==> src/design/clc_pkg.sv <==
package clc_pkg;

    localparam int CAND_W     = 8;
    localparam int SEL_W      = 3;
    localparam int NUM_MUX    = 4;
    localparam int NUM_GATE   = 4;
    localparam int GSEL_W     = 2 * NUM_MUX;
    localparam int CFG_INDEX_W = 3;
    localparam int CFG_DATA_W  = 32;

    typedef enum logic [2:0] {
        MODE_AND_OR  = 3'd0,
        MODE_OR_XOR  = 3'd1,
        MODE_AND4    = 3'd2,
        MODE_SR      = 3'd3,
        MODE_DFF_SR  = 3'd4,
        MODE_DFF_2IN = 3'd5,
        MODE_JKFF    = 3'd6,
        MODE_LATCH   = 3'd7
    } cell_mode_t;

    typedef enum logic [CFG_INDEX_W-1:0] {
        REG_CELL_MODE       = 3'd0,
        REG_CELL_ENABLE     = 3'd1,
        REG_RISE_IRQ_ENABLE = 3'd2,
        REG_FALL_IRQ_ENABLE = 3'd3,
        REG_GATE_POLARITY   = 3'd4,
        REG_OUTPUT_POLARITY = 3'd5,
        REG_DATA_SELECT     = 3'd6,
        REG_GATE_SELECT     = 3'd7
    } cfg_index_t;

    // one 3-bit select field per data multiplexer, mux1 lowest
    typedef logic [NUM_MUX*SEL_W-1:0]    data_select_t;
    typedef logic [NUM_GATE*GSEL_W-1:0]  gate_select_t;

    typedef struct packed {
        cell_mode_t             cell_mode;
        logic                   cell_enable;
        logic                   rise_irq_enable;
        logic                   fall_irq_enable;
        logic [NUM_GATE-1:0]    gate_polarity;
        logic                   output_polarity;
        data_select_t           data_select;
        gate_select_t           gate_select;
    } cfg_t;

endpackage

==> src/design/clc_in_if.sv <==
interface clc_in_if;
    import clc_pkg::*;

    logic              valid;
    logic              ready;
    logic [CAND_W-1:0] mux1_candidates;
    logic [CAND_W-1:0] mux2_candidates;
    logic [CAND_W-1:0] mux3_candidates;
    logic [CAND_W-1:0] mux4_candidates;

    modport source
    (
        output valid,
        output mux1_candidates,
        output mux2_candidates,
        output mux3_candidates,
        output mux4_candidates,
        input  ready
    );

    modport sink
    (
        input  valid,
        input  mux1_candidates,
        input  mux2_candidates,
        input  mux3_candidates,
        input  mux4_candidates,
        output ready
    );

endinterface

==> src/design/clc_out_if.sv <==
interface clc_out_if;
    import clc_pkg::*;

    logic                valid;
    logic                ready;
    logic                cell_output;
    logic                irq_pulse;
    logic [NUM_GATE-1:0] gate_levels;

    modport source
    (
        output valid,
        output cell_output,
        output irq_pulse,
        output gate_levels,
        input  ready
    );

    modport sink
    (
        input  valid,
        input  cell_output,
        input  irq_pulse,
        input  gate_levels,
        output ready
    );

endinterface

==> src/design/configurable_logic_cell.sv <==
// Configurable logic cell.
// sample: one request carries the levels of the eight candidates of each of
//   the four data multiplexers. result: one request per sample, with the
//   registered cell output, the edge interrupt pulse and the four gate levels.
// Configuration: cfg_we/cfg_index/cfg_data write one register per cycle;
//   write only while no sample is in flight.
// Path: a sample taken into the input register passes through the mux, gate
//   and cell logic into the result register, where it is offered on result.
// Throughput: one sample per cycle while result is not held; the datapath is
//   a single pass of mux, gate and cell logic between the two registers.
// The cell's own state (latch, last clock gate, output level) advances once
//   per sample, in sample order, as the sample moves into the result register.
// Reset: all configuration registers, cell state and valid flags clear.
// Stall: while result is held, the result register keeps its request and the
//   input register keeps one more; sample.ready drops only when both are full.
module configurable_logic_cell
(
    input  logic                            clk,
    input  logic                            rst_n,
    clc_in_if.sink                          sample,
    clc_out_if.source                       result,
    input  logic                            cfg_we,
    input  logic [clc_pkg::CFG_INDEX_W-1:0] cfg_index,
    input  logic [clc_pkg::CFG_DATA_W-1:0]  cfg_data
);
    import clc_pkg::*;

    cfg_t                         cfg_reg;

    logic                         in_valid_reg;
    logic [NUM_MUX-1:0][CAND_W-1:0] cand_reg;

    logic                         latch_reg;
    logic                         latch_next;
    logic                         prev_clk_reg;
    logic                         prev_clk_next;
    logic                         level_reg;
    logic                         level_next;

    logic                         out_valid_reg;
    logic                         cell_output_reg;
    logic                         irq_reg;
    logic                         irq_next;
    logic [NUM_GATE-1:0]          gate_reg;

    logic                         out_free;
    logic                         advance;
    logic [NUM_MUX-1:0]           d;
    logic [GSEL_W-1:0]            term;
    logic [NUM_GATE-1:0]          g;
    logic                         rising;
    logic                         res;

    // ---------------- configuration ----------------
    always_ff @(posedge clk or negedge rst_n)
    begin
        if (!rst_n)
        begin
            cfg_reg <= '0;
        end
        else if (cfg_we)
        begin
            case (cfg_index)
                REG_CELL_MODE:       cfg_reg.cell_mode       <= cell_mode_t'(cfg_data[2:0]);
                REG_CELL_ENABLE:     cfg_reg.cell_enable     <= cfg_data[0];
                REG_RISE_IRQ_ENABLE: cfg_reg.rise_irq_enable <= cfg_data[0];
                REG_FALL_IRQ_ENABLE: cfg_reg.fall_irq_enable <= cfg_data[0];
                REG_GATE_POLARITY:   cfg_reg.gate_polarity   <= cfg_data[NUM_GATE-1:0];
                REG_OUTPUT_POLARITY: cfg_reg.output_polarity <= cfg_data[0];
                REG_DATA_SELECT:     cfg_reg.data_select     <= cfg_data[NUM_MUX*SEL_W-1:0];
                REG_GATE_SELECT:     cfg_reg.gate_select     <= cfg_data[NUM_GATE*GSEL_W-1:0];
                default:             cfg_reg                 <= cfg_reg;
            endcase
        end
    end

    // ---------------- handshake ----------------
    assign out_free     = !out_valid_reg || result.ready;
    assign advance      = in_valid_reg && out_free;
    assign sample.ready = !in_valid_reg || out_free;

    always_ff @(posedge clk or negedge rst_n)
    begin
        if (!rst_n)
        begin
            in_valid_reg <= 1'b0;
        end
        else if (sample.ready)
        begin
            in_valid_reg <= sample.valid;
        end
    end

    always_ff @(posedge clk)
    begin
        if (sample.ready && sample.valid)
        begin
            cand_reg[0] <= sample.mux1_candidates;
            cand_reg[1] <= sample.mux2_candidates;
            cand_reg[2] <= sample.mux3_candidates;
            cand_reg[3] <= sample.mux4_candidates;
        end
    end

    // ---------------- data muxes and gates ----------------
    always_comb
    begin
        for (int m = 0; m < NUM_MUX; m++)
        begin
            d[m]          = cand_reg[m][cfg_reg.data_select[m*SEL_W +: SEL_W]];
            term[2*m]     = ~d[m];
            term[2*m + 1] = d[m];
        end
        for (int j = 0; j < NUM_GATE; j++)
        begin
            g[j] = (|(cfg_reg.gate_select[j*GSEL_W +: GSEL_W] & term))
                   ^ cfg_reg.gate_polarity[j];
        end
    end

    // ---------------- cell function ----------------
    assign rising = g[0] && !prev_clk_reg;

    always_comb
    begin
        latch_next    = latch_reg;
        prev_clk_next = prev_clk_reg;
        res           = 1'b0;
        case (cfg_reg.cell_mode)
            MODE_AND_OR:
            begin
                res = (g[0] && g[1]) || (g[2] && g[3]);
            end
            MODE_OR_XOR:
            begin
                res = (g[0] || g[1]) ^ (g[2] || g[3]);
            end
            MODE_AND4:
            begin
                res = &g;
            end
            MODE_SR:
            begin
                if (g[0] || g[1])
                    latch_next = 1'b1;
                else if (g[2] || g[3])
                    latch_next = 1'b0;
                res = latch_next;
            end
            MODE_DFF_SR:
            begin
                if (g[3])
                    latch_next = 1'b1;
                else if (g[2])
                    latch_next = 1'b0;
                else if (rising)
                    latch_next = g[1];
                prev_clk_next = g[0];
                res           = latch_next;
            end
            MODE_DFF_2IN:
            begin
                if (g[2])
                    latch_next = 1'b0;
                else if (rising)
                    latch_next = g[1] || g[3];
                prev_clk_next = g[0];
                res           = latch_next;
            end
            MODE_JKFF:
            begin
                if (g[2])
                    latch_next = 1'b0;
                else if (rising)
                begin
                    if (g[1] && g[3])
                        latch_next = !latch_reg;
                    else if (g[1])
                        latch_next = 1'b1;
                    else if (g[3])
                        latch_next = 1'b0;
                end
                prev_clk_next = g[0];
                res           = latch_next;
            end
            MODE_LATCH:
            begin
                // transparent while g2 is low
                if (g[3])
                    latch_next = 1'b1;
                else if (g[0])
                    latch_next = 1'b0;
                else if (!g[2])
                    latch_next = g[1];
                res = latch_next;
            end
            default:
            begin
                res = 1'b0;
            end
        endcase
        res = res ^ cfg_reg.output_polarity;
    end

    always_comb
    begin
        level_next = level_reg;
        irq_next   = 1'b0;
        if (cfg_reg.cell_enable)
        begin
            irq_next   = (!level_reg && res && cfg_reg.rise_irq_enable)
                      || (level_reg && !res && cfg_reg.fall_irq_enable);
            level_next = res;
        end
    end

    // ---------------- state and result register ----------------
    always_ff @(posedge clk or negedge rst_n)
    begin
        if (!rst_n)
        begin
            latch_reg     <= 1'b0;
            prev_clk_reg  <= 1'b0;
            level_reg     <= 1'b0;
            out_valid_reg <= 1'b0;
        end
        else
        begin
            if (advance)
            begin
                latch_reg    <= latch_next;
                prev_clk_reg <= prev_clk_next;
                level_reg    <= level_next;
            end
            if (out_free)
                out_valid_reg <= in_valid_reg;
        end
    end

    always_ff @(posedge clk)
    begin
        if (advance)
        begin
            cell_output_reg <= level_next;
            irq_reg         <= irq_next;
            gate_reg        <= g;
        end
    end

    assign result.valid       = out_valid_reg;
    assign result.cell_output = cell_output_reg;
    assign result.irq_pulse   = irq_reg;
    assign result.gate_levels = gate_reg;

    // ---------------- assertions ----------------
    a_out_tracks_level: assert property (@(posedge clk) disable iff (!rst_n)
        advance |=> cell_output_reg == level_reg)
        else $error("result output differs from output state");

    a_no_irq_disabled: assert property (@(posedge clk) disable iff (!rst_n)
        advance && !cfg_reg.cell_enable |=> !irq_reg && $stable(level_reg))
        else $error("disabled cell changed output or raised irq");

    a_irq_on_edge: assert property (@(posedge clk) disable iff (!rst_n)
        advance && irq_next |=> level_reg != $past(level_reg))
        else $error("irq without an output edge");

    a_comb_keeps_latch: assert property (@(posedge clk) disable iff (!rst_n)
        advance && (cfg_reg.cell_mode == MODE_AND_OR || cfg_reg.cell_mode == MODE_OR_XOR
                    || cfg_reg.cell_mode == MODE_AND4)
        |=> $stable(latch_reg) && $stable(prev_clk_reg))
        else $error("combinational mode touched cell storage");

    a_in_hold: assert property (@(posedge clk) disable iff (!rst_n)
        in_valid_reg && !advance |=> in_valid_reg && $stable(cand_reg))
        else $error("stalled input register lost its request");

endmodule
==> src/flat_wrapper.sv <==
// flat-port wrapper written by rule: the top's interface ports become plain ports
module configurable_logic_cell_flat import clc_pkg::*;
  (clk, rst_n, cfg_we, cfg_index, cfg_data, sample_valid, sample_mux1_candidates, sample_mux2_candidates, sample_mux3_candidates, sample_mux4_candidates, sample_ready, result_valid, result_cell_output, result_irq_pulse, result_gate_levels, result_ready);
  clc_in_if sample_i ();
  clc_out_if result_i ();
  input  logic clk;
  input  logic rst_n;
  input  logic cfg_we;
  input  logic [clc_pkg::CFG_INDEX_W-1:0] cfg_index;
  input  logic [clc_pkg::CFG_DATA_W-1:0] cfg_data;
  input wire logic [$bits(sample_i.valid)-1:0] sample_valid;
  input wire logic [$bits(sample_i.mux1_candidates)-1:0] sample_mux1_candidates;
  input wire logic [$bits(sample_i.mux2_candidates)-1:0] sample_mux2_candidates;
  input wire logic [$bits(sample_i.mux3_candidates)-1:0] sample_mux3_candidates;
  input wire logic [$bits(sample_i.mux4_candidates)-1:0] sample_mux4_candidates;
  output wire logic [$bits(sample_i.ready)-1:0] sample_ready;
  output wire logic [$bits(result_i.valid)-1:0] result_valid;
  output wire logic [$bits(result_i.cell_output)-1:0] result_cell_output;
  output wire logic [$bits(result_i.irq_pulse)-1:0] result_irq_pulse;
  output wire logic [$bits(result_i.gate_levels)-1:0] result_gate_levels;
  input wire logic [$bits(result_i.ready)-1:0] result_ready;
  assign sample_i.valid = sample_valid;
  assign sample_i.mux1_candidates = sample_mux1_candidates;
  assign sample_i.mux2_candidates = sample_mux2_candidates;
  assign sample_i.mux3_candidates = sample_mux3_candidates;
  assign sample_i.mux4_candidates = sample_mux4_candidates;
  assign sample_ready = sample_i.ready;
  assign result_valid = result_i.valid;
  assign result_cell_output = result_i.cell_output;
  assign result_irq_pulse = result_i.irq_pulse;
  assign result_gate_levels = result_i.gate_levels;
  assign result_i.ready = result_ready;
  configurable_logic_cell u_core (.clk(clk), .rst_n(rst_n), .sample(sample_i), .result(result_i), .cfg_we(cfg_we), .cfg_index(cfg_index), .cfg_data(cfg_data));
endmodule
==> config.mk <==
export PLATFORM = sky130hd
export DESIGN_NAME = configurable_logic_cell_flat
export DESIGN_NICKNAME = d
export VERILOG_FILES = /design/src/design/clc_pkg.sv /design/src/design/clc_in_if.sv /design/src/design/clc_out_if.sv /design/src/design/configurable_logic_cell.sv /design/src/flat_wrapper.sv
export SDC_FILE = /design/constraint.sdc
export NUM_CORES = 1
export LEC_CHECK = 0
export BUFFER_PORTS_ARGS = -buffer_cell sky130_fd_sc_hd__buf_4
export CAP_MARGIN = 20
export CORE_MARGIN = 5
export CORE_UTILIZATION = 25
export CTS_CLUSTER_DIAMETER = 40
export DETAILED_ROUTE_END_ITERATION = 10
export PLACE_DENSITY = 0.41
export SLEW_MARGIN = 20
export SYNTH_ARGS = -nofsm -noshare
export SYNTH_HDL_FRONTEND = slang
export SYNTH_SLANG_ARGS = --single-unit
==> constraint.sdc <==
create_clock -name clk -period 3.8 [get_ports clk]
set_input_delay 0 -clock clk [delete_from_list [all_inputs] [get_ports clk]]
set_output_delay 0 -clock clk [all_outputs]
set_load 0.02 [all_outputs]
==> results of run 1 <==
[cell type report]
type / count / area (um2) / area share [%]
sequential: 98 / 2643 / 43.01
multi-input combinational: 167 / 1526 / 24.84
timing repair buffer: 153 / 1324 / 21.54
tap: 220 / 275.3 / 4.480
clock buffer: 10 / 229.0 / 3.726
clock inverter: 6 / 128.9 / 2.097
inverter: 5 / 18.77 / 0.3054
[worst max-delay path: stages (launching register included)]
cell	delay [ns]
dfrtp_1	0.46
mux2i_1	0.15
mux4_2	0.60
mux2i_1	0.18
and4_1	0.28
mux2_2	0.37
o21ba_2	0.20
o221a_1	0.25
o221a_4	0.28
nor3_1	0.25
o31ai_1	0.09
[how the worst max path moves through the flow]
stage | from | to | slack [ns] | cells past startpoint
after CTS | u_core.cfg_reg[38] | u_core.result.cell_output | 0.41 | 10
final | u_core.cfg_reg[38] | u_core.result.cell_output | 0.44 | 10
after detailed placement | u_core.cfg_reg[38] | u_core.result.cell_output | 0.42 | 10
after floorplan | u_core.cfg_reg[35] | u_core.result.cell_output | 0.70 | 11
after global placement | u_core.cfg_reg[41] | u_core.result.cell_output | 0.53 | 10
after global routing | u_core.cfg_reg[35] | u_core.result.cell_output | 0.23 | 10
[synthesized netlist by cell type (4+ instances only)]
master	count
edfxtp_1	38
mux4_2	4
nand4_1	5
nor2_1	4
nand2_1	13
o21ai_0	5
mux2_2	55
mux2i_1	34
nor3_1	5
inv_1	5
dfrtp_1	60
nand2b_1	7
clkbuf_1	6
[metrics by stage]
| stage | power [uW] | instances |
|---|---|---|
| final | 3313 | 659 |
| after global routing | 3506 | 659 |
| after global placement | 2180 | 573 |
| after detailed placement | 2192 | 573 |
| after floorplan | 1943 | 281 |
| after CTS | 3370 | 659 |
[power by group through the flow]
| stage | sequential (uW) | combinational [uW] | clock, uW |
|---|---|---|---|
| after floorplan | 1420 | 526 | 0 |
| after global placement | 1470 | 713 | 0 |
| after detailed placement | 1460 | 730 | 0 |
| after CTS | 1440 | 792 | 1130 |
| after global routing | 1470 | 860 | 1180 |
| final | 1440 | 777 | 1100 |
[layer usage]
metal	up-vias	GRT usage, %
met5	-	0
met1	1369	13.10
met4	0	5.201
met2	54	16.58
li1	1363	-
met3	15	2.011
[cell families after synthesis]
family / after synthesis / synth area share [%]
AO/OA/AOI/OAI: 19 / 3.617
XOR/XNOR: 4 / 0.8234
adder cells (fa/ha/maj): 1 / 0.2352
buffers and inverters: 16 / 2.029
flip-flops: 98 / 62.10
multiplexers: 93 / 24.67
AND/OR/NAND/NOR: 50 / 6.528
[what timing repair did]
item / in CTS / in global routing
endpoints found under the hold margin: 149 / 0
hold buffers: 70 / 0
setup buffers: 0 / 0
==> results.toml, run 1 <==
[run_status]
outcome = "finished, final reports clean"

[sta]
relSlewSlack_pct = 46.80
period_share_pct = 88.38
totalNegativeSetupSlack_ns = 0
finalClockSkew_ns = 0.006482
worstMarginPinSlew_ns = 0.7980
setup-violations-final = 0
fmax_ghz = 0.2977
rsz0062_at_grt = "no"
drv_slew = 0
fin_hold_ws_ns = 0.06824
fin_ws_ns = 0.4414
finalHoldViolCount = 0
fin_crit_ns = 3.359

[cells_and_area]
synthToLayoutAreaGrowth_pct = 44.40
layout-drive-gt1-share_pct = 36.22
final_util_pct = 36.92
antenna_cells = 0
fillCellCount = 1576
final_cell_mix = "buf_4, dlygate4sd3_1, dfrtp_1"
final_nets = 506
final_area_um2 = 6145
largest_reg_flops = 55
mostFrequentLayoutCell = "buf_4"

[power_and_ir_drop]
power_switching_uw = 866.0
combPwrFrac_pct = 23.4
seqPwrFrac_pct = 43.5
ir_drop_mv = 0.2267
clockPowerShare_pct = 33.1
leakagePower_uw = 0.002579
sw_frac_of_total_pct = 26.14
powerDensity_nw_per_um2 = 539.1
p_int_uw = 2447

[worst_setup_path]
worstPathRequired_ns = 3.90
reg2reg_to = "u_core.result.cell_output"
cp-start-kind = "flip-flop"
path_max_fanout = 5
arrival_ns = 3.45
r2r-start = "u_core.cfg_reg[38]"
reg2regPathDepth = 10
crit_type = "flip-flop to flip-flop"
cp-end-kind = "flip-flop"
r2r_setup_slack_ns = 0.44

[logic_synthesis]
synth_top_area_share_pct = 35.28
synth_flop_cell = "dfrtp_1"
synth_area_leaders = "dfrtp_1, edfxtp_1, mux2_2"
synth.largest_area_cell = "dfrtp_1"
synthesis.nets = 353
ys_seq_area_share_pct = 62.10
yosysWarnings = 0
avgSynthCellArea_um2 = 15.14
syn_area_um2 = 4255
synth_cell_types = 42
synth_cells = 281
synth_edf_count = 38
synth-seq-cells = 98
async_flop_share_pct = 61.22

[drt]
routed_wl_mm = 9.718
met1Wirelength_mm = 4.458
drcViolationCount = 0
drtPass1Iterations = 4
drt-initial-drc-count = 158
vias = 2801
met2_length_mm = 4.713
dr.max_layer_used = "met4"
routedWlPerCell_um = 14.75
ant_nets = 0
dr_wl_met3_um = 322
via_per_inst = 4.250

[die]
die_w_um = 140.5
die_h_um = 140.5
pin_count = 80
coreArea_um2 = 16640
rows = 47
die_area_um2 = 19730
initial_core_util_pct = 25.57

[cts]
cts_root_buf = "clkbuf_16"
cts_buffers = 9
tritoncts = "done"
htree_levels = 3
clock_path_buffers = 2
path_clk_slew_ns = 0.06
ctsResizeCount = 0
clock_latency_ns = 0.35
cts_sinks = 98

[global_routing]
grt-ovfl-total = 0
grt_pass1_vias = 3049
antenna_found_initial = 0
grt_use_total_pct = 10.27
grt_pass1_wl_mm = 15.76
grt_max_degree = 61

[placement]
dpl_worst_slack_ns = 0.4194
dpl.hpwl_mm = 6.801
gp_congestion = 0.7166
io_buffers = 79
placed_area_um2 = 5086

[flow_run]
cap_viol_max_count = 0

[min_path]
hold_end = "u_core.cfg_reg[50]"
min_path_cells = 3
hold_start = "cfg_index[0]"
hp-class = "input pin to flip-flop"
Note: power is estimated with default switching activity, not from simulation.
==> inputs of run 2 (changes only) <==
--- a/config.mk
+++ b/config.mk
@@ -7,11 +7,15 @@
 export LEC_CHECK = 0
 export BUFFER_PORTS_ARGS = -buffer_cell sky130_fd_sc_hd__buf_4
 export CAP_MARGIN = 20
+export CELL_PAD_IN_SITES_DETAIL_PLACEMENT = 1
+export CELL_PAD_IN_SITES_GLOBAL_PLACEMENT = 1
+export CORE_ASPECT_RATIO = 0.8
 export CORE_MARGIN = 5
 export CORE_UTILIZATION = 25
 export CTS_CLUSTER_DIAMETER = 40
 export DETAILED_ROUTE_END_ITERATION = 10
-export PLACE_DENSITY = 0.41
+export MAX_ROUTING_LAYER = met4
+export PLACE_DENSITY = 0.48
 export SLEW_MARGIN = 20
 export SYNTH_ARGS = -nofsm -noshare
 export SYNTH_HDL_FRONTEND = slang
==> results.toml, run 2 (synthesis gave the netlist of run 1 again) <==
[power_and_ir_drop]
leakagePower_uw = 0.002537
powerDensity_nw_per_um2 = 511.8
ir_drop_mv = 0.2092

[global_routing]
grt-ovfl-total = 0
grt_use_total_pct = 11.30
grt_max_degree = 61
antenna_found_initial = 0
grt_pass1_wl_mm = 16.91
grt_pass1_vias = 3167

[placement]
io_buffers = 79
dpl_worst_slack_ns = 0.3513
gp_congestion = 0.7388
placed_area_um2 = 5086
dpl.hpwl_mm = 7.273

[min_path]
hp-class = "input pin to flip-flop"
hold_end = "u_core.cfg_reg[49]"
hold_start = "cfg_we"
min_path_cells = 3

[cells_and_area]
final_cell_mix = "buf_4, dlygate4sd3_1, dfrtp_1"
final_nets = 506
final_util_pct = 36.54
largest_reg_flops = 55
synthToLayoutAreaGrowth_pct = 42.58
final_area_um2 = 6067
layout-drive-gt1-share_pct = 36.45
mostFrequentLayoutCell = "buf_4"
antenna_cells = 0

[cts]
cts_sinks = 98
clock_path_buffers = 2
holdBufCountCts = 70
htree_levels = 3
cts_buffers = 9
cts_root_buf = "clkbuf_16"
tritoncts = "done"
cts_setup_buffers = 0
clock_latency_ns = 0.35
ctsResizeCount = 0
path_clk_slew_ns = 0.07

[die]
die_h_um = 126.7
coreArea_um2 = 16610
die_area_um2 = 19750
initial_core_util_pct = 25.63
die_w_um = 155.9
pin_count = 80
rows = 42

[sta]
period_share_pct = 91.40
fin_hold_ws_ns = 0.05876
relSlewSlack_pct = 45.27
fmax_ghz = 0.2879
worstMarginPinSlew_ns = 0.8210
finalHoldViolCount = 0
totalNegativeSetupSlack_ns = 0
finalClockSkew_ns = 0.006192
drv_slew = 0
fin_ws_ns = 0.3269
setup-violations-final = 0
fin_crit_ns = 3.473
rsz0062_at_grt = "no"

[worst_setup_path]
reg2reg_to = "u_core.result.cell_output"
worstPathRequired_ns = 3.89
crit_type = "flip-flop to flip-flop"
cp-end-kind = "flip-flop"
arrival_ns = 3.56
path_max_fanout = 5
r2r_setup_slack_ns = 0.33
cp-start-kind = "flip-flop"
reg2regPathDepth = 10
r2r-start = "u_core.cfg_reg[32]"

[drt]
drcViolationCount = 0
drtPass1Iterations = 4
routedWlPerCell_um = 15.57
via_per_inst = 4.287
vias = 2825
ant_nets = 0
routed_wl_mm = 10.26
drt-initial-drc-count = 77

[run_status]
outcome = "finished, final reports clean"

[flow_run]
cap_viol_max_count = 0
[run 2: cell types whose count changed in the layout (fill, tap and decap cells not counted)]
cell        previous run  this run
clkinv_1               1         0
clkinvlp_4             0         2
clkinv_4               0         1
inv_8                  0         2
bufinv_16              4         0
[run 2: metrics by stage]
stage	cells	total power, uW
floorplan	281	1943
global placement	573	2183
detailed placement	573	2211
CTS	659	3166
global route	659	3302
finish	659	3105
[run 2: how the worst max path moves through the flow]
stage	from	end	slack (ns)	cells past startpoint
floorplan	u_core.cfg_reg[35]	u_core.result.cell_output	0.70	11
global placement	u_core.cfg_reg[41]	u_core.result.cell_output	0.51	10
detailed placement	u_core.cfg_reg[32]	u_core.result.cell_output	0.35	10
CTS	u_core.cfg_reg[41]	u_core.result.cell_output	0.34	10
global route	u_core.cfg_reg[35]	u_core.result.cell_output	0.12	11
finish	u_core.cfg_reg[32]	u_core.result.cell_output	0.33	10
[run 2: layer usage]
layer	GRT usage (%)	part of all wire (%)	vias up
li1	-	-	1354
met1	14.45	46	1408
met2	17.71	48	53
met3	3.303	4.1	10
met4	2.779	1.1	0
met5	-	0	-
[run 2: area by class of cell]
type	instances	area, um2
clock inverters	6	51.30
inverters	5	18.77
clock buffers	10	229.0
fillers	1774	10540
well taps	220	275.3
repair buffers	153	1324
flip-flops and latches	98	2643
multi-input cells	167	1526
[run 2: worst max-delay path, cell delays in order (launching register included)]
cell and delay [ns]:
dfrtp_1 0.46, mux2i_1 0.15, mux4_2 0.60, mux2i_1 0.23
and4_1 0.28, mux2_2 0.38, o21ba_2 0.20, o221a_1 0.25
o221a_4 0.29, nor3_1 0.28, o31ai_1 0.12
[run 2: power by group]
group	total [uW]	internal, uW	switching, uW
Sequential	1440	1300	137
Clock	874	454	420
Combinational	795	440	355
==> inputs of run 3 (changes only) <==
--- a/config.mk
+++ b/config.mk
@@ -14,6 +14,7 @@
 export CORE_UTILIZATION = 25
 export CTS_CLUSTER_DIAMETER = 40
 export DETAILED_ROUTE_END_ITERATION = 10
+export HOLD_SLACK_MARGIN = 0.06
 export MAX_ROUTING_LAYER = met4
 export PLACE_DENSITY = 0.48
 export SLEW_MARGIN = 20
==> results.toml, run 3 (synthesis gave the netlist of run 1 again) <==
[run_status]
outcome = "finished, final reports clean"

[cts]
htree_levels = 3
cts_buffers = 9
clock_path_buffers = 2
clock_latency_ns = 0.35
tritoncts = "done"
cts_root_buf = "clkbuf_16"
path_clk_slew_ns = 0.07
cts_sinks = 98

[placement]
placed_area_um2 = 5086
dp_cells = 573
gp_congestion = 0.7388
io_buffers = 79
dpl.hpwl_mm = 7.273

[sta]
drv_slew = 0
period_share_pct = 91.21
fin_crit_ns = 3.466
totalNegativeSetupSlack_ns = 0
setup-violations-final = 0
fmax_ghz = 0.2885
finalHoldViolCount = 0
rsz0062_at_grt = "no"
finalClockSkew_ns = 0.005963
worstMarginPinSlew_ns = 0.8219
relSlewSlack_pct = 45.21

[drt]
ant_nets = 0
met2_length_mm = 5.015
drt-initial-drc-count = 72
dr.max_layer_used = "met4"
met1Wirelength_mm = 4.789
via_per_inst = 4.289
routed_wl_mm = 10.32
drcViolationCount = 0
vias = 2835
dr_wl_met3_um = 403
drtPass1Iterations = 4
routedWlPerCell_um = 15.62

[global_routing]
grt_pass1_vias = 3193
grt_use_total_pct = 11.34
grt-ovfl-total = 0
antenna_found_initial = 0
grt_pass1_wl_mm = 16.97
grt_max_degree = 61

[die]
die_area_um2 = 19750
rows = 42
initial_core_util_pct = 25.63
die_w_um = 155.9
pin_count = 80
coreArea_um2 = 16610
die_h_um = 126.7

[worst_setup_path]
cp-end-kind = "flip-flop"
critPathMostFrequentCell = "mux2i_1"
crit_type = "flip-flop to flip-flop"
worstPathRequired_ns = 3.89
path_max_fanout = 5
cp-start-kind = "flip-flop"
arrival_ns = 3.56
path_cells = "mux2i_1 -> mux4_2 -> mux2i_1 -> and4_1 -> mux2_2 -> o21ba_2 -> o221a_1 -> o221a_4 -> nor3_1 -> o31ai_1"
cpMaxStageDelayCell = "mux4_2"
critPathMaxStageDelay_ns = 0.60

[cells_and_area]
layout-drive-gt1-share_pct = 36.28
final_cell_mix = "buf_4, dlygate4sd3_1, dfrtp_1"
final_nets = 508
antenna_cells = 0
largest_reg_flops = 55
mostFrequentLayoutCell = "buf_4"
final_util_pct = 36.66
synthToLayoutAreaGrowth_pct = 43.05
final_area_um2 = 6087
stdcell_count = 661

[flow_run]
cap_viol_max_count = 0

[power_and_ir_drop]
ir_drop_mv = 0.2093
leakagePower_uw = 0.002548
powerDensity_nw_per_um2 = 510.0

[min_path]
hp-class = "input pin to async pin"
run 3: power by group:
group / internal, uW / switching [uW]
Combinational: 440 / 355
Sequential: 1300 / 137
Clock: 454 / 419
run 3: what timing repair did:
action                                 in CTS  in global routing
resized for setup                           0                  0
hold buffers                               72                  0
endpoints found under the hold margin     149                  0
buffers inserted                            0                  0
run 3: path summary, 6_finish.rpt:
| check | startpoint | endpoint | slack (ns) | cells after the start |
|---|---|---|---|---|
| max | u_core.cfg_reg[32] | u_core.result.cell_output | 0.33 | 10 |
| min | rst_n | u_core.cfg_reg[49] | 0.30 | 2 |
| max reg2reg | u_core.cfg_reg[32] | u_core.result.cell_output | 0.33 | 10 |
| min reg2reg | u_core.in_valid_reg | u_core.result.valid | 0.49 | 1 |
| max in group asynchronous | rst_n | u_core.cfg_reg[17] | 2.96 | 2 |
| min in group clk | sample_mux3_candidates[7] | u_core.cand_reg[23] | 0.37 | 2 |
run 3: metal layers:
metal  global-route usage, %  vias to the layer above
li1                        -                     1357
met5                       -                        -
met3                   3.235                       10
met1                   14.48                     1415
met2                   17.89                       53
met4                   2.779                        0
run 3: critical path, delay by kind of cell, from the launching register on:
kind               cells  cell delay (ns)
muxes                  4             1.35
AOI/OAI and AO/OA      4             0.86
and+or+nand+nor        2             0.56
DFF                    1             0.46
run 3: area by class of cell:
type,count,area (um2)
clock buffer,10,229.0
clock inverter,6,51.30
fill,1771,10520
inverter,5,18.77
multi-input combinational,167,1526
sequential,98,2643
tap,220,275.3
timing repair buffer,155,1344
run 3: stage by stage:
stage | hold WS (ns) | worst slack, ns | power (uW)
after CTS | 0.3182 | 0.3368 | 3166
final | 0.2962 | 0.3340 | 3104
after global routing | 0.3503 | 0.1172 | 3302
after floorplan | -0.2956 | 0.7013 | 1943
after global placement | 0.1449 | 0.5061 | 2183
after detailed placement | 0.1548 | 0.3513 | 2211
